### config.mk
export PLATFORM = sky130hd
export DESIGN_NAME = rotation_block_cipher16
export DESIGN_NICKNAME = d
export VERILOG_FILES = /design/src/design/rbc16_pkg.sv /design/src/design/rbc16_ram.sv /design/src/design/rotation_block_cipher16.sv
export SDC_FILE = /design/constraint.sdc
export NUM_CORES = 2
export LEC_CHECK = 0
export ABC_AREA = 1
export ABC_CLOCK_PERIOD_IN_PS = 6470
export BUFFER_PORTS_ARGS = -buffer_cell sky130_fd_sc_hd__clkbuf_2
export CORE_MARGIN = 1.5
export CORE_UTILIZATION = 40
export CTS_BUF_LIST = sky130_fd_sc_hd__clkbuf_16
export DETAILED_ROUTE_END_ITERATION = 7
export GPL_TIMING_DRIVEN = 1
export MAX_ROUTING_LAYER = met4
export PLACE_DENSITY = 0.51
export SYNTH_ARGS = -nofsm -noshare
export SYNTH_HDL_FRONTEND = slang
export SYNTH_SLANG_ARGS = --single-unit
### constraint.sdc
create_clock -name clk -period 6.47 [get_ports clk]
set_clock_uncertainty 0.15 [all_clocks]
set_input_delay 0.9705 -clock clk [delete_from_list [all_inputs] [get_ports clk]]
set_output_delay 0.9705 -clock clk [all_outputs]
set_load 0.005 [all_outputs]
### src/design/rbc16_pkg.sv
package rbc16_pkg;

  localparam int WPB         = 4;
  localparam int MAX_ROUNDS  = 32;
  localparam int STORE_DEPTH = WPB * MAX_ROUNDS + 2;
  localparam int KIDX_W      = $clog2(STORE_DEPTH);
  localparam int WORD_W      = 16;
  localparam int BLK_W       = 64;
  localparam int ROUNDS_W    = 6;
  localparam int KEYIDX_W    = 8;
  localparam int OP_W        = 2;
  localparam int SH_W        = 4;
  // Slot of the word that the leading whitening add touches.
  localparam int W2_SLOT     = 2 % WPB;

  localparam logic [ROUNDS_W-1:0] ROUNDS_RST = ROUNDS_W'(20);

  localparam logic [OP_W-1:0] OP_LOAD = 2'd0;
  localparam logic [OP_W-1:0] OP_ENC  = 2'd1;
  localparam logic [OP_W-1:0] OP_DEC  = 2'd2;

  function automatic logic [WORD_W-1:0] rotl16(input logic [WORD_W-1:0] v,
                                               input logic [SH_W-1:0]   sh);
    logic [2*WORD_W-1:0] d;
    d = {v, v} << sh;
    return d[2*WORD_W-1:WORD_W];
  endfunction

  function automatic logic [WORD_W-1:0] rotr16(input logic [WORD_W-1:0] v,
                                               input logic [SH_W-1:0]   sh);
    logic [2*WORD_W-1:0] d;
    d = {v, v} >> sh;
    return d[WORD_W-1:0];
  endfunction

endpackage

### src/design/rbc16_ram.sv
module rbc16_ram #(
  parameter int WIDTH = 16,
  parameter int DEPTH = 130
) (
  input  logic                     clk,
  input  logic                     we,
  input  logic [$clog2(DEPTH)-1:0] waddr,
  input  logic [WIDTH-1:0]         wdata,
  input  logic [$clog2(DEPTH)-1:0] raddr,
  output logic [WIDTH-1:0]         rdata
);

  logic [WIDTH-1:0] mem [DEPTH];
  logic [WIDTH-1:0] rdata_r;

  always_ff @(posedge clk) begin
    if (we) begin
      mem[waddr] <= wdata;
    end
    rdata_r <= mem[raddr];
  end

  assign rdata = rdata_r;

endmodule

### src/design/rotation_block_cipher16.sv
// Data-dependent rotation block cipher on four 16-bit words. A load beat
// (op 0) writes one subkey into the store. An encrypt or decrypt beat
// takes the block and then occupies the round unit, one subkey per cycle
// out of the subkey store until the last, which is held while the output
// is blocked: the leading whitening add, one xor/rotate/add step per
// subkey, and the trailing whitening add (decryption undoes them in
// reverse order with subtracts and right rotates). The reset value is 20
// rounds; the input is stalled while the round unit runs. Results wait in
// an output register, so a new beat can be taken while the previous result
// is still held. A rounds value above 32 acts as 32, and the rounds
// register may be written whenever cfg_ready is high.
module rotation_block_cipher16 (
  input  logic                                 clk,
  input  logic                                 rst_n,
  input  logic                                 in_valid,
  output logic                                 in_stall,
  input  logic [rbc16_pkg::OP_W-1:0]           in_op,
  input  logic [rbc16_pkg::KEYIDX_W-1:0]       in_key_index,
  input  logic [rbc16_pkg::WORD_W-1:0]         in_key_word,
  input  logic [rbc16_pkg::BLK_W-1:0]          in_block_in,
  output logic                                 out_valid,
  input  logic                                 out_stall,
  output logic [rbc16_pkg::BLK_W-1:0]          out_block_out,
  output logic                                 out_was_decrypt,
  input  logic                                 cfg_valid,
  output logic                                 cfg_ready,
  input  logic [rbc16_pkg::ROUNDS_W-1:0]       cfg_rounds
);

  typedef enum logic {ST_IDLE, ST_RUN} state_t;
  typedef logic [rbc16_pkg::WORD_W-1:0] word_t;
  typedef logic [rbc16_pkg::KIDX_W-1:0] kidx_t;

  state_t                            state_r, state_nxt;
  logic [rbc16_pkg::ROUNDS_W-1:0]    rounds_r, rounds_nxt;
  kidx_t                             pos_r, pos_nxt;
  kidx_t                             last_r, last_nxt;
  logic                              dec_r, dec_nxt;
  word_t                             slot_r [rbc16_pkg::WPB];
  word_t                             slot_nxt [rbc16_pkg::WPB];
  logic                              out_valid_r, out_valid_nxt;
  logic [rbc16_pkg::BLK_W-1:0]       out_block_r, out_block_nxt;
  logic                              out_dec_r, out_dec_nxt;

  logic   in_acc;
  logic   is_blk_op;
  kidx_t  rnd_sat;
  kidx_t  last_calc;
  logic   last_step;
  logic   out_free;
  logic   ram_we;
  kidx_t  ram_waddr;
  kidx_t  ram_raddr;
  word_t  subkey;
  word_t  upd [rbc16_pkg::WPB];
  word_t  s0;
  word_t  s1;

  assign in_stall  = (state_r != ST_IDLE);
  assign cfg_ready = (state_r == ST_IDLE);
  assign in_acc    = in_valid && !in_stall;
  assign is_blk_op = (in_op == rbc16_pkg::OP_ENC) || (in_op == rbc16_pkg::OP_DEC);

  assign rnd_sat   = (int'(rounds_r) > rbc16_pkg::MAX_ROUNDS) ?
                     rbc16_pkg::KIDX_W'(rbc16_pkg::MAX_ROUNDS) :
                     rbc16_pkg::KIDX_W'(rounds_r);
  assign last_calc = rbc16_pkg::KIDX_W'(rbc16_pkg::WPB) * rnd_sat + kidx_t'(1);

  assign last_step = dec_r ? (pos_r == '0) : (pos_r == last_r);
  assign out_free  = !out_valid_r || !out_stall;

  assign ram_we    = in_acc && (in_op == rbc16_pkg::OP_LOAD) &&
                     (int'(in_key_index) < rbc16_pkg::STORE_DEPTH);
  assign ram_waddr = rbc16_pkg::KIDX_W'(in_key_index);

  // The read address runs one position ahead of the position being worked
  // on, so the registered subkey lines up with it. On the final position it
  // holds, which keeps the subkey valid while the output is blocked.
  always_comb begin
    if (state_r == ST_IDLE) begin
      ram_raddr = (in_op == rbc16_pkg::OP_DEC) ? last_calc : '0;
    end else if (last_step) begin
      ram_raddr = pos_r;
    end else if (dec_r) begin
      ram_raddr = pos_r - kidx_t'(1);
    end else begin
      ram_raddr = pos_r + kidx_t'(1);
    end
  end

  rbc16_ram #(
    .WIDTH (rbc16_pkg::WORD_W),
    .DEPTH (rbc16_pkg::STORE_DEPTH)
  ) u_subkeys (
    .clk   (clk),
    .we    (ram_we),
    .waddr (ram_waddr),
    .wdata (in_key_word),
    .raddr (ram_raddr),
    .rdata (subkey)
  );

  // Words are kept rotated so that, but for the leading whitening add, the
  // word being updated is in slot 0 and its right neighbor in slot 1.
  assign s0 = slot_r[0];
  assign s1 = slot_r[1];

  always_comb begin
    for (int k = 0; k < rbc16_pkg::WPB; k++) begin
      upd[k] = slot_r[k];
    end
    if (pos_r == '0) begin
      upd[rbc16_pkg::W2_SLOT] = dec_r ? slot_r[rbc16_pkg::W2_SLOT] - subkey :
                                        slot_r[rbc16_pkg::W2_SLOT] + subkey;
    end else if (pos_r == last_r) begin
      upd[0] = dec_r ? s0 - subkey : s0 + subkey;
    end else if (dec_r) begin
      upd[0] = rbc16_pkg::rotr16(s0 - subkey, s1[rbc16_pkg::SH_W-1:0]) ^ s1;
    end else begin
      upd[0] = rbc16_pkg::rotl16(s0 ^ s1, s1[rbc16_pkg::SH_W-1:0]) + subkey;
    end
  end

  always_comb begin
    state_nxt     = state_r;
    rounds_nxt    = rounds_r;
    pos_nxt       = pos_r;
    last_nxt      = last_r;
    dec_nxt       = dec_r;
    out_valid_nxt = out_valid_r;
    out_block_nxt = out_block_r;
    out_dec_nxt   = out_dec_r;
    for (int k = 0; k < rbc16_pkg::WPB; k++) begin
      slot_nxt[k] = slot_r[k];
    end

    if (out_valid_r && !out_stall) begin
      out_valid_nxt = 1'b0;
    end
    if (cfg_valid && cfg_ready) begin
      rounds_nxt = cfg_rounds;
    end

    case (state_r)
      ST_IDLE: begin
        if (in_acc && is_blk_op) begin
          state_nxt = ST_RUN;
          last_nxt  = last_calc;
          dec_nxt   = (in_op == rbc16_pkg::OP_DEC);
          pos_nxt   = (in_op == rbc16_pkg::OP_DEC) ? last_calc : '0;
          // Decryption starts at word 1, encryption at word 0.
          for (int k = 0; k < rbc16_pkg::WPB; k++) begin
            if (in_op == rbc16_pkg::OP_DEC) begin
              slot_nxt[k] = in_block_in[(rbc16_pkg::WPB - 1 -
                ((k == rbc16_pkg::WPB - 1) ? 0 : k + 1)) * rbc16_pkg::WORD_W +:
                rbc16_pkg::WORD_W];
            end else begin
              slot_nxt[k] = in_block_in[(rbc16_pkg::WPB - 1 - k) * rbc16_pkg::WORD_W +:
                rbc16_pkg::WORD_W];
            end
          end
        end
      end
      ST_RUN: begin
        if (!last_step) begin
          pos_nxt = dec_r ? pos_r - kidx_t'(1) : pos_r + kidx_t'(1);
          for (int k = 0; k < rbc16_pkg::WPB; k++) begin
            if (dec_r) begin
              slot_nxt[k] = upd[(k == 0) ? rbc16_pkg::WPB - 1 : k - 1];
            end else begin
              slot_nxt[k] = upd[(k == rbc16_pkg::WPB - 1) ? 0 : k + 1];
            end
          end
        end else if (out_free) begin
          state_nxt     = ST_IDLE;
          out_valid_nxt = 1'b1;
          out_dec_nxt   = dec_r;
          out_block_nxt = '0;
          // After encryption slot k holds word k+1; after decryption word k.
          for (int j = 0; j < rbc16_pkg::WPB; j++) begin
            out_block_nxt[(rbc16_pkg::WPB - 1 - j) * rbc16_pkg::WORD_W +:
                          rbc16_pkg::WORD_W] =
              dec_r ? upd[j] : upd[(j == 0) ? rbc16_pkg::WPB - 1 : j - 1];
          end
        end
      end
      default: begin
        state_nxt = ST_IDLE;
      end
    endcase
  end

  always_ff @(posedge clk) begin
    if (!rst_n) begin
      state_r     <= ST_IDLE;
      rounds_r    <= rbc16_pkg::ROUNDS_RST;
      out_valid_r <= 1'b0;
    end else begin
      state_r     <= state_nxt;
      rounds_r    <= rounds_nxt;
      out_valid_r <= out_valid_nxt;
    end
    pos_r       <= pos_nxt;
    last_r      <= last_nxt;
    dec_r       <= dec_nxt;
    out_block_r <= out_block_nxt;
    out_dec_r   <= out_dec_nxt;
    for (int k = 0; k < rbc16_pkg::WPB; k++) begin
      slot_r[k] <= slot_nxt[k];
    end
  end

  assign out_valid       = out_valid_r;
  assign out_block_out   = out_block_r;
  assign out_was_decrypt = out_dec_r;

  a_result_from_run: assert property (@(posedge clk) disable iff (!rst_n)
    $rose(out_valid_r) |-> $past(state_r == ST_RUN))
    else $error("result appeared without a block in the round unit");

  a_pos_in_range: assert property (@(posedge clk) disable iff (!rst_n)
    (state_r == ST_RUN) |-> (pos_r <= last_r))
    else $error("subkey position left the schedule");

  a_block_starts_run: assert property (@(posedge clk) disable iff (!rst_n)
    (in_acc && is_blk_op) |=> (state_r == ST_RUN))
    else $error("accepted block did not start the round unit");

  a_hold_when_blocked: assert property (@(posedge clk) disable iff (!rst_n)
    (state_r == ST_RUN && last_step && out_valid_r && out_stall) |=>
      (state_r == ST_RUN && $stable(pos_r)))
    else $error("finished block overran a pending result");

endmodule
**After elaboration in Yosys (flattened, before gate mapping)**

Memories as Yosys holds them, arrays and structs flattened. A register that Yosys moved wholly into a read port is not among the register bits.
Index checks and enable logic that the tools add are counted.
W data, S select, Z words.

- Input bits: 101
- Memories kept: 2
- Flip-flop bits (word level): 90
- Word-level logic and storage cells: 83
- Memory bits (writable): 2,144
- Output and inout port bits: 68

Memories:

| memory | depth | width | read ports | clocked after Yosys merged registers in | write ports | RTL line | text |
|---|---|---|---|---|---|---|---|
| u_subkeys.mem | 130 | 16 | 1 | 1 | 1 | rbc16_ram.sv:13 | `logic [WIDTH-1:0] mem [DEPTH];` |
| slot_r | 4 | 16 | 4 | 0 | 4 | rotation_block_cipher16.sv:39 | `word_t slot_r [rbc16_pkg::WPB];` |

- $lt $le $gt $ge: 2
- Shift-type cells: 2
- Reductions and logical operators: 15
- Add/sub/neg operators: 8
- Muxes and demuxes: 39
- Equality and inequality tests: 4
- Bitwise logic cells: 3

Operator list:

| operator | number |
|---|---|
| $mux W16 | 18 |
| $mux W64 | 2 |
| $pmux W64 S2 | 1 |
| $add A16 B16 Y16 | 3 |
| $mux W8 | 5 |
| $shl A32 B4 Y32 | 1 |
| $shr A32 B4 Y16 | 1 |
| $sub A16 B16 Y16 | 2 |
| $xor A16 B16 Y16 | 2 |
| $add A8 B1 Y8 const B | 2 |
| $pmux W8 S2 | 1 |
| $mux W1 | 10 |
| $eq A8 B8 Y1 | 1 |
| $logic_not A8 Y1 | 1 |
| $lt A8 B8 Y1 const B | 1 |
| $sub A8 B1 Y8 const B | 1 |
| $gt A6 B6 Y1 const B | 1 |
| $logic_and A1 B1 Y1 | 6 |
| $mux W6 | 1 |
| $logic_not A1 Y1 | 3 |
| $reduce_and A3 Y1 | 1 |
| $eq A2 B1 Y1 const B | 1 |
| $eq A2 B2 Y1 const B | 1 |
| $logic_not A2 Y1 | 1 |
| other kinds (5) | 6 |

**Longest topological paths before layout**

An unclocked memory read counts as a cell.

- Word-level depth: 10
- Mapped depth: 33
- Mapped depth without buffers: 30

**By module**

Synthesis repeated with hierarchy kept, for this count alone.

- Cell total of the unflattened synthesis: 8,977
- Area total of the unflattened synthesis: 98,141.6 um^2

By module, submodules not included:

| module | cells each | area an instance (um^2) | seq. area each (um^2) | times used |
|---|---|---|---|---|
| rbc16_ram | 6,944 | 84,288.3 | 62,780.2 | 1 |
| rotation_block_cipher16 | 2,033 | 13,853.3 | 4,484.3 | 1 |

**Least setup slack after synthesis**

Ideal clock, no wire load.

- Kind: register to register
- From: register pos_r[0]
- To: register out_block_r (netlist bit out_block_out[0]) (enable)
- Cell stages (with the launch flop): 10
- Setup slack: 1,917 ps
- Path buffers: 0
- Arrival time: 3,914 ps
- Clock period less this slack: 4,553 ps
- Data required time: 5,831 ps
- Library setup time: 489 ps
- Cell sequence: edfxtp_1 > inv_2 > nand4_1 > nor2_4 > inv_2 > nand2_1 > nand2_1 > inv_1 > nand2_1 > nor2_1

- Longest elaborated chain between the ends: 3
- Elaborated cells between the ends (all ways): 4
- Classes of those cells: eq/ne (1); mux (1); reduce/logical (2)

Ends and longest elaborated chain:

| item | RTL line | text |
|---|---|---|
| start, declared | rotation_block_cipher16.sv:36 | `kidx_t pos_r, pos_nxt;` |
| start signal, assigned | rotation_block_cipher16.sv:203 | `pos_r <= pos_nxt;` |
| $eq A8 B8 Y1 / $logic_not A8 Y1 (equally long branches) | rotation_block_cipher16.sv:69 | `assign last_step = dec_r ? (pos_r == '0) : (pos_r == last_r);` |
| $mux W1 * | rotation_block_cipher16.sv:69 |  |
| $reduce_and A3 Y1 (no source line) * | n/a |  |
| end signal, assigned | rotation_block_cipher16.sv:206 | `out_block_r <= out_block_nxt;` |
| end, declared | rotation_block_cipher16.sv:42 | `logic [rbc16_pkg::BLK_W-1:0] out_block_r, out_block_nxt;` |

Every way passes the cells marked *; elsewhere a longest branch is shown, timed or not.
A chain may end at the register's enable or synchronous reset.

**Worst setup path after layout**

- From: register pos_r[0]
- To: register u_subkeys.rdata_r[1] (netlist: u_subkeys.rdata[1]), read port of u_subkeys.mem

- Longest elaborated chain between the ends: 4
- Elaborated cells between the ends (all ways): 8
- Classes of those cells: add/sub (2); eq/ne (1); mux (4); reduce/logical (1)

Ends and longest elaborated chain:

| item | RTL line | text |
|---|---|---|
| $add A8 B1 Y8, or another cell as far along | rotation_block_cipher16.sv:87 | `ram_raddr = pos_r + kidx_t'(1);` |
| $mux W8 / $mux W1 (equally long branches) | rotation_block_cipher16.sv:84, rotation_block_cipher16.sv:69 |  |
| $mux W8 * | n/a |  |
| $mux W8 * | rotation_block_cipher16.sv:80 | `if (state_r == ST_IDLE) begin` |
| end, declared | rbc16_ram.sv:14 | `logic [WIDTH-1:0] rdata_r;` |

Marked as above.

==> results.md <==
- Logic pwr share: 18.3%
- Post-CTS Setup Inserts: 0
- Initial antenna violation count: 22
- First-pass GRT wire length: 499000 um
- Fin crit share: 85.8%
- Worst setup SP type: register
- Nets: 10400
- Clock power frac: 36.6%
- Worst Hold Endpoint: rounds_r[2]
- FILL cells: 24200
- Antenna Nets Post-Route: 0
- Final Max Slew Viols: 0
- Vias: 75200
- Req. time, crit path: 7.15 ns
- Hold-fix buffers, CTS: 0
- DRT Pass-1 Iters: 8
- Vias in the first global route: 71200
- Final Core Density: 45.0%
- Hold path depth: 3
- CTS clock-pin slew for the worst setup and hold paths: 0.06 ns
- Dpl hpwl: 201000 um
- Die footprint: 0.261 mm^2
- Worst Hold Launch: cfg_rounds[2]
- Cells on worst reg2reg path: 17
- Synth-to-Final Area Change: 11.9%
- Tightest Pin Transition: 1.25 ns
- Count of cell types in the netlist: 44
- Grt total ovfl: 0
- Worst hold path class: input pin to register
- GRT Total Usage: 26.6%
- Setup TNS: 0 ns
- Starting density of the core: 40.2%
- P_sw: 11.0 mW
- RSZ-0062 raised after global routing: no
- Post-synthesis sequential area ratio: 65.2%
- DRT Wirelength: 343000 um
- Clock root buffer: clkbuf_16
- Leak: 46.4 nW
- Syn Nets: 10400
- Power per cell area: 314 mW/mm^2
- Row count: 186
- Post-Syn Area: 0.103 mm^2
- Final Hold Vio Count: 0
- CTS resizes: 0
- Finish-stage setup viols: 0
- VDD IR max: 0.000262 V
- FMAX: 180 MHz
- Crit path kind: register to register
- Sequential share of power: 45.2%
- Max-Cap Viols: 0
- Reg-to-Reg End: u_subkeys.rdata[1]
- #FFs+latches synth: 2248
- Share of cells above drive strength 1: 7.62%
- Sink Count: 2248
- Worst setup EP type: register
- Worst r2r src: pos_r[0]
- Htree depth: 4
- Status: complete, no violations
- Vias/cell: 5.45
- Normalized max-slew margin: 16.8%
- Max Root-Sink Buffers: 3
- Largest net degree at the start of global routing: 160
- CP Max Fanout: 40
- Ys Warns: 0
- Area of the core: 0.257 mm^2
- Placed inst area: 0.108 mm^2
- R2R Setup Slk: 0.92 ns
- Worst skew pair latency: 0.91 ns
- IO buf count: 168
- Sw Share: 30.4%
- Tmin final: 5.55 ns
- Initial DRC count: 8545
- CTS tree: built
- DRC viols: 0
- DIE HEIGHT: 511 um
- Drt wl/cell: 24.8 um
- Total CTS buffers: 238
- CP startpoint: pos_r[0]
- CP Data Arrival Time: 6.23 ns
- I/O pin count: 169
- Fin area: 0.116 mm^2
- Internal power: 25.2 mW
- Routability Congestion: 0.902
- Post-Synthesis Cells: 10200
- Synth Area per Inst: 10.1 um^2
- Die Width: 511 um
-- layout by cell type, fill, tap and decap left out, types with 23 or more instances in the layout --
cell type,synthesis,layout
buf_4,29,221
buf_12,0,31
nand4_1,362,362
edfxtp_1,2224,2224
nor2_1,294,279
inv_1,1238,1295
a22oi_1,27,27
clkbuf_16,0,238
clkinv_2,0,38
o211ai_1,230,230
clkbuf_2,0,152
ha_1,71,70
nand2_1,2899,2897
clkinv_1,2,70
nand3_1,1564,1562
o21ai_0,302,302
dfxtp_1,24,23
a21oi_1,136,136
xor2_1,43,43
-- power by group through the flow --
stage / Clock [mW] / Sequential (mW) / Combinational [mW]
after global routing: 14.0 / 16.4 / 7.23
after detailed placement: 0 / 16.7 / 6.56
after floorplan: 0 / 16.6 / 4.02
after CTS: 13.5 / 16.4 / 6.58
after global placement: 0 / 16.7 / 6.55
final: 13.3 / 16.4 / 6.62
-- critical path, stage by stage (launching register included) --
cell and delay (ns):
edfxtp_1 0.50, inv_2 0.14, nand4_1 0.15, nor2_4 0.12, inv_2 0.26, nand2_1 0.15
nand2_1 0.13, inv_1 0.09, nand2_1 0.17, o211ai_1 0.88, buf_4 0.58, buf_4 0.59
nand3_1 0.18, nand3_1 0.25, nand3_1 0.47, nand3_1 0.37, nand3_1 0.11, nand2_1 0.09
-- registers in the layout, indices dropped and copies added, names as in the netlist --
name / flops
last_r: 6
u_subkeys.rdata: 16
in_stall: 1
u_subkeys.mem: 2080
rounds_r: 6
out_block_out: 64
pos_r: 8
dec_r: 1
slot_r: 64
out_was_decrypt: 1
out_valid: 1
-- cell families (layout without fill, tap and decap cells) --
| logic type | Yosys count | after routing | share of synthesized area, % |
|---|---|---|---|
| compound gates | 745 | 745 | 4.35 |
| fa+ha+maj | 76 | 76 | 0.958 |
| xor+xnor | 61 | 61 | 0.518 |
| buf+inv | 1886 | 2114 | 7.33 |
| other cells | 0 | 10 | 0 |
| simple gates | 5154 | 5154 | 21.6 |
| flops | 2248 | 2248 | 65.2 |
| mux | 8 | 8 | 0.0776 |
-- layout make-up --
class	count	area (um^2)	area share [%]
antenna	10	25.0	0.0217
clock buffer	238	5960	5.15
clock inverter	205	1580	1.37
inverter	1251	4730	4.09
multi-input combinational	6044	28500	24.7
sequential	2248	67300	58.2
tap	3384	4230	3.66
timing repair buffer	420	3220	2.79
-- worst max-delay path by stage --
| stage | end | slack [ns] | cells past startpoint |
|---|---|---|---|
| 5_1_grt | u_subkeys.rdata[9] | 0.64 | 17 |
| 2_1_floorplan | out_block_out[0] | 1.92 | 9 |
| 6_report | u_subkeys.rdata[1] | 0.92 | 17 |
| 4_1_cts | u_subkeys.rdata[10] | 0.89 | 18 |
| 3_5_place_dp | u_subkeys.rdata[5] | 0.87 | 16 |
| 3_3_place_gp | u_subkeys.rdata[5] | 0.81 | 16 |
-- layer usage --
metal	wire [um]	track usage, %	vias to the layer above
li1	-	-	34700
met1	148000	35.9	37100
met2	158000	41.2	2845
met3	23900	3.83	548
met4	12200	8.81	0
met5	0	-	-
-- per-stage QoR --
| stage | total power [mW] | worst slack (ns) | std cells | hold slack, ns |
|---|---|---|---|---|
| floorplan | 20.6 | 1.92 | 10200 | 0.280 |
| finish | 36.3 | 0.919 | 13800 | 0.186 |
| CTS | 36.4 | 0.889 | 13800 | 0.112 |
| global placement | 23.2 | 0.813 | 13300 | 0.299 |
| detailed placement | 23.2 | 0.866 | 13300 | 0.305 |
| global route | 37.6 | 0.636 | 13800 | 0.163 |
-- cells in the mapped netlist, drive strengths merged --
cell type / n / area share [%]
o211ai: 230 / 1.7
a22oi: 27 / 0.20
nand4: 362 / 2.2
o21a: 3 / 0.022
a32oi: 5 / 0.042
and2: 2 / 0.012
or2: 11 / 0.067
o31ai: 3 / 0.022
nand2: 2900 / 11
nand3b: 3 / 0.022
clkbuf: 266 / 0.97
dfxtp: 24 / 0.47
o21bai: 8 / 0.058
a211oi: 2 / 0.015
clkinv: 2 / 0.0073
a21o: 4 / 0.029
nor2: 296 / 1.1
ha: 71 / 0.86
o2111ai: 2 / 0.017
buf: 369 / 1.8
o21ai: 306 / 1.5
nor4: 1 / 0.012
a21oi: 138 / 0.68
nor3: 14 / 0.068
xor2: 43 / 0.36
xnor2: 18 / 0.15
nand3: 1565 / 7.6
inv: 1249 / 4.5
a21boi: 8 / 0.058
o221ai: 2 / 0.017
fa: 5 / 0.097
mux2i: 8 / 0.078
a31oi: 7 / 0.042
edfxtp: 2224 / 65
No activity file was read; power rests on OpenSTA's default activity.
